File: src/rtl/lius_pkg.sv
`default_nettype none
package lius_pkg;

    // sample width and reciprocal of three for exact division of values below 2^17
    localparam int SAMPLE_W = 16;
    localparam int RECIP_SHIFT = 17;
    localparam logic [15:0] RECIP3_C = 16'd43691;

    // one classified item: the three beats it will produce
    typedef struct packed {
        logic signed [SAMPLE_W-1:0] t1;
        logic signed [SAMPLE_W-1:0] t2;
        logic signed [SAMPLE_W-1:0] cur;
    } entry_t;

    // clamp an 18-bit signed value to the int16 range
    function automatic logic signed [SAMPLE_W-1:0] sat16(input logic signed [17:0] v);
        logic signed [SAMPLE_W-1:0] res;
        if (v > 18'sd32767) begin
            res = 16'sh7fff;
        end else if (v < -18'sd32768) begin
            res = 16'sh8000;
        end else begin
            res = v[SAMPLE_W-1:0];
        end
        return res;
    endfunction

endpackage
`default_nettype wire

File: src/rtl/lius_front.sv
`default_nettype none
module lius_front (
    input  wire logic                 aclk,
    input  wire logic                 aresetn,
    input  wire logic                 s_valid,
    output logic                      s_ready,
    input  wire logic signed [15:0]   s_sample_in,
    input  wire logic                 q_full,
    output logic                      q_push,
    output lius_pkg::entry_t          q_data
);
    import lius_pkg::*;

    logic                        prev_valid_reg;
    logic signed [SAMPLE_W-1:0]  prev_reg;
    logic                        s1_valid_reg;
    logic                        s1_first_reg;
    logic                        s1_neg_reg;
    logic [16:0]                 s1_mag_reg;
    logic signed [SAMPLE_W-1:0]  s1_cur_reg;
    logic signed [SAMPLE_W-1:0]  s1_prev_reg;

    logic                        accept;
    logic signed [16:0]          diff;
    logic [16:0]                 abs_diff;
    logic [32:0]                 prod;
    logic [15:0]                 quot;
    logic signed [17:0]          step;
    logic signed [17:0]          t1_wide;
    logic signed [17:0]          t2_wide;

    // stage one holds unless its content moves into the queue
    assign q_push  = s1_valid_reg && !q_full;
    assign s_ready = !s1_valid_reg || q_push;
    assign accept  = s_valid && s_ready;

    // difference to previous sample, magnitude plus one for rounding
    always_comb begin
        diff     = {s_sample_in[15], s_sample_in} - {prev_reg[15], prev_reg};
        abs_diff = diff[16] ? (17'd0 - diff) : diff;
    end

    always_ff @(posedge aclk) begin
        if (!aresetn) begin
            prev_valid_reg <= 1'b0;
            prev_reg       <= '0;
            s1_valid_reg   <= 1'b0;
        end else begin
            if (accept) begin
                prev_valid_reg <= 1'b1;
                prev_reg       <= s_sample_in;
                s1_valid_reg   <= 1'b1;
            end else if (q_push) begin
                s1_valid_reg   <= 1'b0;
            end
        end
    end

    // stage one payload
    always_ff @(posedge aclk) begin
        if (accept) begin
            s1_first_reg <= !prev_valid_reg;
            s1_neg_reg   <= diff[16];
            s1_mag_reg   <= abs_diff + 17'd1;
            s1_cur_reg   <= s_sample_in;
            s1_prev_reg  <= prev_reg;
        end
    end

    // round(d/3) by reciprocal multiply, then both interpolated points
    always_comb begin
        prod    = 33'(s1_mag_reg) * 33'(RECIP3_C);
        quot    = prod[RECIP_SHIFT +: 16];
        step    = s1_neg_reg ? -$signed({2'b00, quot}) : $signed({2'b00, quot});
        t1_wide = {{2{s1_prev_reg[15]}}, s1_prev_reg} + step;
        t2_wide = {{2{s1_cur_reg[15]}}, s1_cur_reg} - step;
        q_data.cur = s1_cur_reg;
        if (s1_first_reg) begin
            q_data.t1 = s1_cur_reg;
            q_data.t2 = s1_cur_reg;
        end else begin
            q_data.t1 = sat16(t1_wide);
            q_data.t2 = sat16(t2_wide);
        end
    end

endmodule
`default_nettype wire

File: src/rtl/lius_fifo.sv
`default_nettype none
module lius_fifo #(
    parameter int DEPTH = 2
) (
    input  wire logic              aclk,
    input  wire logic              aresetn,
    input  wire logic              push,
    input  wire lius_pkg::entry_t  wr_data,
    output logic                   full,
    input  wire logic              pop,
    output logic                   not_empty,
    output lius_pkg::entry_t       rd_data
);
    import lius_pkg::*;

    localparam int PW = (DEPTH > 1) ? $clog2(DEPTH) : 1;
    localparam int CW = $clog2(DEPTH + 1);

    entry_t          entries_reg [DEPTH];
    logic [PW-1:0]   wr_ptr_reg;
    logic [PW-1:0]   rd_ptr_reg;
    logic [CW-1:0]   count_reg;
    logic            do_push;
    logic            do_pop;

    assign full      = (count_reg == CW'(DEPTH));
    assign not_empty = (count_reg != '0);
    assign do_push   = push && !full;
    assign do_pop    = pop && not_empty;
    assign rd_data   = entries_reg[rd_ptr_reg];

    // pointers wrap at the depth
    always_ff @(posedge aclk) begin
        if (!aresetn) begin
            wr_ptr_reg <= '0;
            rd_ptr_reg <= '0;
            count_reg  <= '0;
        end else begin
            if (do_push) begin
                wr_ptr_reg <= (wr_ptr_reg == PW'(DEPTH - 1)) ? '0 : wr_ptr_reg + PW'(1);
            end
            if (do_pop) begin
                rd_ptr_reg <= (rd_ptr_reg == PW'(DEPTH - 1)) ? '0 : rd_ptr_reg + PW'(1);
            end
            if (do_push && !do_pop) begin
                count_reg <= count_reg + CW'(1);
            end else if (do_pop && !do_push) begin
                count_reg <= count_reg - CW'(1);
            end
        end
    end

    // storage
    always_ff @(posedge aclk) begin
        if (do_push) begin
            entries_reg[wr_ptr_reg] <= wr_data;
        end
    end

endmodule
`default_nettype wire

File: src/rtl/lius_back.sv
`default_nettype none
module lius_back (
    input  wire logic                 aclk,
    input  wire logic                 aresetn,
    input  wire logic                 q_valid,
    input  wire lius_pkg::entry_t     q_data,
    output logic                      q_pop,
    output logic                      m_valid,
    input  wire logic                 m_ready,
    output logic signed [15:0]        m_sample_out,
    output logic                      m_last
);
    import lius_pkg::*;

    typedef enum logic [1:0] {
        PH_FIRST,
        PH_SECOND,
        PH_THIRD
    } phase_t;

    phase_t                      phase_reg;
    logic                        m_valid_reg;
    logic signed [SAMPLE_W-1:0]  m_sample_reg;
    logic                        m_last_reg;
    logic signed [SAMPLE_W-1:0]  hold_t2_reg;
    logic signed [SAMPLE_W-1:0]  hold_cur_reg;
    logic                        advance;
    logic                        need_item;

    assign advance   = !m_valid_reg || m_ready;
    assign need_item = !m_valid_reg || (phase_reg == PH_THIRD);
    assign q_pop     = advance && need_item && q_valid;

    assign m_valid      = m_valid_reg;
    assign m_sample_out = m_sample_reg;
    assign m_last       = m_last_reg;

    // output register walks through the three beats of each item
    always_ff @(posedge aclk) begin
        if (!aresetn) begin
            phase_reg   <= PH_FIRST;
            m_valid_reg <= 1'b0;
            m_last_reg  <= 1'b0;
        end else if (advance) begin
            if (!need_item) begin
                case (phase_reg)
                    PH_FIRST: begin
                        phase_reg    <= PH_SECOND;
                        m_sample_reg <= hold_t2_reg;
                        m_last_reg   <= 1'b0;
                    end
                    PH_SECOND: begin
                        phase_reg    <= PH_THIRD;
                        m_sample_reg <= hold_cur_reg;
                        m_last_reg   <= 1'b1;
                    end
                    default: begin
                        phase_reg    <= PH_FIRST;
                    end
                endcase
            end else if (q_valid) begin
                phase_reg    <= PH_FIRST;
                m_valid_reg  <= 1'b1;
                m_sample_reg <= q_data.t1;
                m_last_reg   <= 1'b0;
                hold_t2_reg  <= q_data.t2;
                hold_cur_reg <= q_data.cur;
            end else begin
                m_valid_reg  <= 1'b0;
            end
        end
    end

endmodule
`default_nettype wire

File: src/rtl/linear_interp_upsample_by_three.sv
// Linear interpolation upsampler, factor three.
// Input channel s_*: one signed 16-bit sample per beat (s_sample_in).
// Result channel m_*: three signed 16-bit samples per input (m_sample_out),
// m_last high on the third. The first two are the points one and two thirds
// of the way from the previous input, rounded to nearest; the third is the
// input itself. The first input after reset yields itself three times.
// The first result beat of an input is registered in the difference stage,
// then in the queue (interpolated on the way in) and the output register.
// The result channel carries one beat per cycle while m_ready is high, and
// the output stage sends the three beats of each input back to back.
// A small queue between the front (difference, divide-by-three multiply) and
// the back (beat sequencer) lets the front keep taking inputs while results
// wait; when the receiver stalls, the output beat holds and once the queue
// and the front stage fill, s_ready drops.
// Reset (aresetn low, synchronous) empties the queue and output register and
// forgets the previous sample.
`default_nettype none
module linear_interp_upsample_by_three #(
    parameter int QUEUE_DEPTH = 2
) (
    input  wire logic                 aclk,
    input  wire logic                 aresetn,
    input  wire logic                 s_valid,
    output logic                      s_ready,
    input  wire logic signed [15:0]   s_sample_in,
    output logic                      m_valid,
    input  wire logic                 m_ready,
    output logic signed [15:0]        m_sample_out,
    output logic                      m_last
);
    import lius_pkg::*;

    logic    q_push;
    logic    q_full;
    logic    q_pop;
    logic    q_valid;
    entry_t  q_wr_data;
    entry_t  q_rd_data;

    lius_front u_front (
        .aclk        (aclk),
        .aresetn     (aresetn),
        .s_valid     (s_valid),
        .s_ready     (s_ready),
        .s_sample_in (s_sample_in),
        .q_full      (q_full),
        .q_push      (q_push),
        .q_data      (q_wr_data)
    );

    lius_fifo #(
        .DEPTH (QUEUE_DEPTH)
    ) u_fifo (
        .aclk      (aclk),
        .aresetn   (aresetn),
        .push      (q_push),
        .wr_data   (q_wr_data),
        .full      (q_full),
        .pop       (q_pop),
        .not_empty (q_valid),
        .rd_data   (q_rd_data)
    );

    lius_back u_back (
        .aclk         (aclk),
        .aresetn      (aresetn),
        .q_valid      (q_valid),
        .q_data       (q_rd_data),
        .q_pop        (q_pop),
        .m_valid      (m_valid),
        .m_ready      (m_ready),
        .m_sample_out (m_sample_out),
        .m_last       (m_last)
    );

endmodule
`default_nettype wire

File: config.mk
export PLATFORM = sky130hd
export DESIGN_NAME = linear_interp_upsample_by_three
export DESIGN_NICKNAME = d
export VERILOG_FILES = /design/src/rtl/lius_pkg.sv /design/src/rtl/lius_front.sv /design/src/rtl/lius_fifo.sv /design/src/rtl/lius_back.sv /design/src/rtl/linear_interp_upsample_by_three.sv
export SDC_FILE = /design/constraint.sdc
export NUM_CORES = 1
export LEC_CHECK = 0
export ABC_AREA = 1
export ABC_CLOCK_PERIOD_IN_PS = 14310
export BUFFER_PORTS_ARGS = -buffer_cell sky130_fd_sc_hd__buf_4
export CELL_PAD_IN_SITES_DETAIL_PLACEMENT = 1
export CELL_PAD_IN_SITES_GLOBAL_PLACEMENT = 1
export CORE_MARGIN = 1
export CORE_UTILIZATION = 54
export DETAILED_ROUTE_END_ITERATION = 8
export HOLD_SLACK_MARGIN = 0.12
export PLACE_DENSITY_LB_ADDON = 0.1
export RECOVER_POWER = 25
export SLEW_MARGIN = 20
export SYNTH_ARGS = -nofsm -noshare
export SYNTH_HDL_FRONTEND = slang
export SYNTH_HIERARCHICAL = 1
export SYNTH_SLANG_ARGS = --single-unit
File: constraint.sdc
create_clock -name aclk -period 14.31 [get_ports aclk]
set_clock_uncertainty 0.15 [all_clocks]
set_input_delay 3.5775 -clock aclk [delete_from_list [all_inputs] [get_ports aclk]]
set_output_delay 3.5775 -clock aclk [all_outputs]
set_load 0.01 [all_outputs]
# Word-level counts from Yosys, hierarchy flattened
# Memory sizes are Yosys's and may differ from the RTL's. A register that Yosys moved wholly into a read port is not among the register bits.
# Index checks and enable logic that the tools add are counted.
dict set report op_classes {
  addsub 10
  multipliers 1
  order_cmp 4
  eq_ne 4
  mux 27
  reduce_logical 27
}
# op n
set op_table {}
lappend op_table {{two-way mux 16 bit} 6}
lappend op_table {{> comparator 18 x 16 -> 1 bit (second input constant)} 2}
lappend op_table {{< comparator 18 x 16 -> 1 bit (second input constant)} 2}
lappend op_table {{multiplier 17 x 16 -> 33 bit (second input constant)} 1}
lappend op_table {{two-way mux 32 bit} 1}
lappend op_table {{case mux 16 bit (2 select lines)} 1}
lappend op_table {{adder 18 bit} 1}
lappend op_table {{two-way mux 18 bit} 1}
lappend op_table {{negator 16 -> 18 bit} 1}
lappend op_table {{subtractor 18 bit} 1}
lappend op_table {{adder 17 x 1 -> 17 bit (second input constant)} 1}
lappend op_table {{two-way mux 17 bit} 1}
lappend op_table {{subtractor 1 x 17 -> 17 bit (first input constant)} 1}
lappend op_table {{subtractor 16 x 16 -> 17 bit} 1}
lappend op_table {{two-way mux 1 bit} 11}
lappend op_table {{logical AND 1 bit} 8}
lappend op_table {{two-way mux 2 bit} 4}
lappend op_table {{AND reduction 4 bit} 2}
lappend op_table {{logical NOT 1 bit} 6}
lappend op_table {{nonzero test 2 bit} 3}
lappend op_table {{== test 2 bit (second input constant)} 2}
lappend op_table {{case mux 2 bit (2 select lines)} 1}
lappend op_table {{AND reduction 2 bit} 2}
lappend op_table {{logical OR 1 bit} 3}
lappend op_table {{other kinds (9)} 10}
dict set report word_totals {
  regBits 125
  ram_bits 96
  in_bits 20
  memories 1
}
# memory depth word_bits read_ports rd_clocked_by_memory_dff write_ports line
set memory_table {}
lappend memory_table {u_fifo.entries_reg 2 48 1 1 1 lius_fifo.sv:19} ;# entry_t entries_reg [DEPTH];

# Depth between registers and ports, before layout
dict set report logic_depth {
  depth_word 8
  mapped_depth 48
}

# Hierarchy
# The synthesis kept the hierarchy.
# module instances cells_per_inst area_per_inst_um2
set modules_own_cells {}
lappend modules_own_cells {lius_front 1 1784 12577.1}
lappend modules_own_cells {lius_fifo 1 186 3787.4}
lappend modules_own_cells {lius_back 1 148 1988.2}

# Least setup slack after synthesis
# Ideal clock, no wire load.
dict set report synth_timing {
  path_kind {register -> register}
  start {reg u_front.s1_mag_reg[4]}
  end {mem u_fifo/entries_reg[0][37] (netlist bit) (data pin)}
  setup_ns 0.257
  arrival_ns 7.258
  path_slack_ns 6.645
  path_stages_with_launch 41
  synth_period_minus_slack_ns 7.665
  cell_sequence {edfxtp_1 -> ha_1 -> fa_1 -> fa_1 -> inv_1 -> fa_1 -> inv_1 -> fa_1 -> inv_1 -> fa_1 -> inv_1 -> ha_1 -> nand2_2 -> nor2_2 -> inv_2 -> nor2_2 -> nand3_2 -> nand3_1 -> [... 5 more ...] -> nor2_1 -> nand2_1 -> o31ai_1 -> xor2_1 -> inv_1 -> ha_1 -> nand2_1 -> nor3_1 -> nand4_1 -> o311ai_0 -> inv_1 -> nand3_1 -> nand3_2 -> buf_6 -> nand2_1 -> nand2_1 -> nand2_1 -> nand2_1}
}
# element line
set synth_rtl {}
lappend synth_rtl {{start, declared} lius_front.sv:19} ;# logic [16:0] s1_mag_reg;
lappend synth_rtl {{start signal, assigned} lius_front.sv:64} ;# s1_mag_reg <= abs_diff + 17'd1;
lappend synth_rtl {{end, declared} lius_fifo.sv:19}

==> reports/metrics.cfg <==
[synth]
async_reset_ff_share_pct=0
yosys_most_used_dff=edfxtp_1
synth-compound-area-share_pct=5.672
yosys_warnings=6
synth_mux_area_share_pct=3.354
synth_nets=2413
synth_edf_count=195
synth_seq_cells=222
synth_top_family_by_area=adder cells
synth-xor-area-share_pct=4.104
synth-simple-area-share_pct=20.31
yosysSeqAreaShare_pct=34.85
avgSynthCellArea_sq_um=8.665
synthCells=2118
netlist_area_sq_mm=0.01835
synthAdderAreaFrac_pct=22.43
synth.distinct_cells=53

[die]
start_util_pct=54.87
pin_count=39
die_area_sq_mm=0.03473
die_h_um=186.4
die_x_um=186.4
core_area_sq_mm=0.03345
rows=67

[clock_tree]
cts_setup_buffers=0
cts_buffers=24
cts_resized=0
path_clk_slew_ps=70
clock_latency_ps=530
clock_path_buffers=3
clock_sinks=222
h-tree-depth=1
clockRootBuffer=clkbuf_16
hold_buffers=0
cts_tree=built

[grt]
grt_remaining_overflow=0
grt_pass1_vias=15790
grt_usage_pct=31.23
grt_max_degree=49
antenna_found_initial=0
grt_pass1_wl_um=84020

[critical_path]
cp-end-kind=flop
cp_common_cell=nand2_1
critical_path_class=flop to flop
timing.rr.end=u_fifo/entries_reg[1][23]
cpMaxStageDelayCell=o21ai_0
critical_path_arrival_ps=9530
reg2reg_from=u_front/s1_mag_reg[6]
reg2reg_depth=36
cp_max_fo=15
start_kind=flop
r2r_setup_slack_ps=4920
worstPathRequired_ps=14450
startpoint=u_front/s1_mag_reg[6]
max_stage_delay_ps=670

[drt]
vias_per_cell=5.442
num_vias=14310
routed_wl_um=53620
drc=0
ant_nets=0
drt_first_pass_iters=5
wire_per_inst_um=20.39
drtIter0Drc=689

[finish]
antenna_cells=0
largest_reg_flops=96
fin_util_pct=59.14
drive_above_1_share_pct=8.203
nFillCells=4010
areaGrowthSynthToFinish_pct=7.792
nets=2459

[placement]
hpwlAfterDp_um=44160
port-buffer-count=38
gp_congestion=0.9764

[min_path]
hold_end=u_front/s1_prev_reg[1]
hold_path.startpoint=u_front/prev_reg[1]
worstHoldPathCells=0
hp-class=flop to flop

[flow_run]
cap_violations=3

[sta]
rsz0062_at_grt=false
finalSetupViolations=0
fin_crit_sh_pct=65.59
max_slew.worst_pin.slew_ps=2881
max_freq_ghz=0.1065
slew_headroom_pct=-92.07
timing.final.max_slew_violations=145
tns_ps=0
hold_viol=0
min_period_ps=9386

[status]
status=complete, but fails checks
violations=capacitance limit, slew limit

==> routing by layer <==
metal | wire length [um] | GRT usage (%) | up-vias
met5 | 0 | 0 | -
met4 | 2735 | 15.92 | 0
met3 | 1678 | 3.743 | 137
met2 | 28050 | 58.41 | 288
met1 | 21150 | 34.65 | 7010
li1 | - | - | 6877
==> critical path, delay by kind of cell, from the launching register on <==
family / cells / cell delay, ps
compound gates: 5 / 2100
xor+xnor: 1 / 110
fa+ha+maj: 9 / 3920
buf+inv: 7 / 720
flops: 1 / 530
simple gates: 14 / 1620
==> layout make-up <==
type | instances | area, sq um | share of cell area (%)
multi-input combinational | 1461 | 10190 | 51.53
sequential | 222 | 6396 | 32.33
inverter | 410 | 1539 | 7.779
clock buffer | 36 | 685.7 | 3.466
tap | 448 | 560.5 | 2.833
timing repair buffer | 45 | 326.6 | 1.651
clock inverter | 8 | 81.33 | 0.4111
==> stage by stage <==
| step | hold slack, ps | worst slack (ps) | instances | area (sq um) |
|---|---|---|---|---|
| 6_report | 286.6 | 4924 | 2630 | 19780 |
| 5_1_grt | 306.3 | 4517 | 2630 | 19780 |
| 4_1_cts | 285.8 | 4960 | 2630 | 19880 |
| 3_5_place_dp | 271.4 | 5013 | 2586 | 19110 |
| 3_3_place_gp | 267.8 | 5143 | 2586 | 19110 |
| 2_1_floorplan | 258.2 | 6645 | 2118 | 18350 |
==> kinds of logic after synthesis <==
group	count (synthesis)
buffers and inverters	435
AND/OR/NAND/NOR	873
multiplexers	48
XOR/XNOR	80
flip-flops	222
adder cells (fa/ha/maj)	275
AO/OA/AOI/OAI	185
==> worst max path at each step <==
stage                           endpoint  slack, ps  cells after the start
2_1_floorplan  u_fifo/entries_reg[0][37]       6650                     40
3_3_place_gp   u_fifo/entries_reg[0][18]       5140                     36
3_5_place_dp   u_fifo/entries_reg[0][25]       5010                     36
4_1_cts        u_fifo/entries_reg[0][24]       4960                     36
5_1_grt        u_fifo/entries_reg[1][23]       4520                     35
6_report       u_fifo/entries_reg[1][23]       4920                     36
==> synth_stat cells (2+ instances only) <==
cell type / n / area (sq um)
o31ai_1: 5 / 37.54
edfxtp_1: 195 / 5856
clkbuf_1: 5 / 18.77
nand4_1: 26 / 162.7
buf_2: 8 / 40.04
o21ai_2: 2 / 17.52
xnor2_2: 2 / 32.53
inv_2: 9 / 33.78
xor2_1: 54 / 473.0
o21ai_1: 4 / 20.02
dfxtp_1: 27 / 540.5
nor2_4: 6 / 67.56
nand2_1: 573 / 2151
mux2_4: 20 / 300.3
nor3_1: 15 / 75.07
fa_1: 90 / 1802
a21boi_0: 2 / 15.01
nand2_4: 2 / 22.52
nor2_1: 110 / 412.9
xnor2_1: 19 / 166.4
nand3b_1: 5 / 37.54
a31oi_1: 3 / 18.77
nor2_2: 11 / 68.82
nand3_2: 14 / 140.1
mux2_2: 28 / 315.3
nand3_1: 95 / 475.5
nand2_2: 11 / 68.82
a21oi_1: 87 / 435.4
o21bai_2: 2 / 22.52
a21oi_2: 4 / 35.03
inv_1: 400 / 1501
ha_1: 185 / 2315
a21o_1: 6 / 45.04
xor2_2: 5 / 81.33
o21ai_0: 59 / 295.3
buf_4: 2 / 15.01
buf_6: 7 / 78.83
o21bai_1: 3 / 22.52
buf_1: 3 / 11.26
==> cell usage in the layout (no fill, tap or decap), types with 5 or more instances in the layout <==
master and count:
a21o_1 6, a21oi_1 87, buf_4 42, clkbuf_1 11
clkbuf_16 24, dfxtp_1 27, edfxtp_1 195, fa_1 90
ha_1 185, inv_1 399, inv_2 10, mux2_1 22
mux2_2 25, nand2_1 573, nand2_2 11, nand3_1 96
nand3_2 13, nand3b_1 5, nand4_1 26, nor2_1 108
nor2_2 11, nor2_4 8, nor3_1 14, o21ai_0 60
o31ai_1 5, xnor2_1 19, xor2_1 54, xor2_2 5
Power is not shown: default switching activity piles up to over one toggle a cycle in this logic, so the estimate is an artifact.
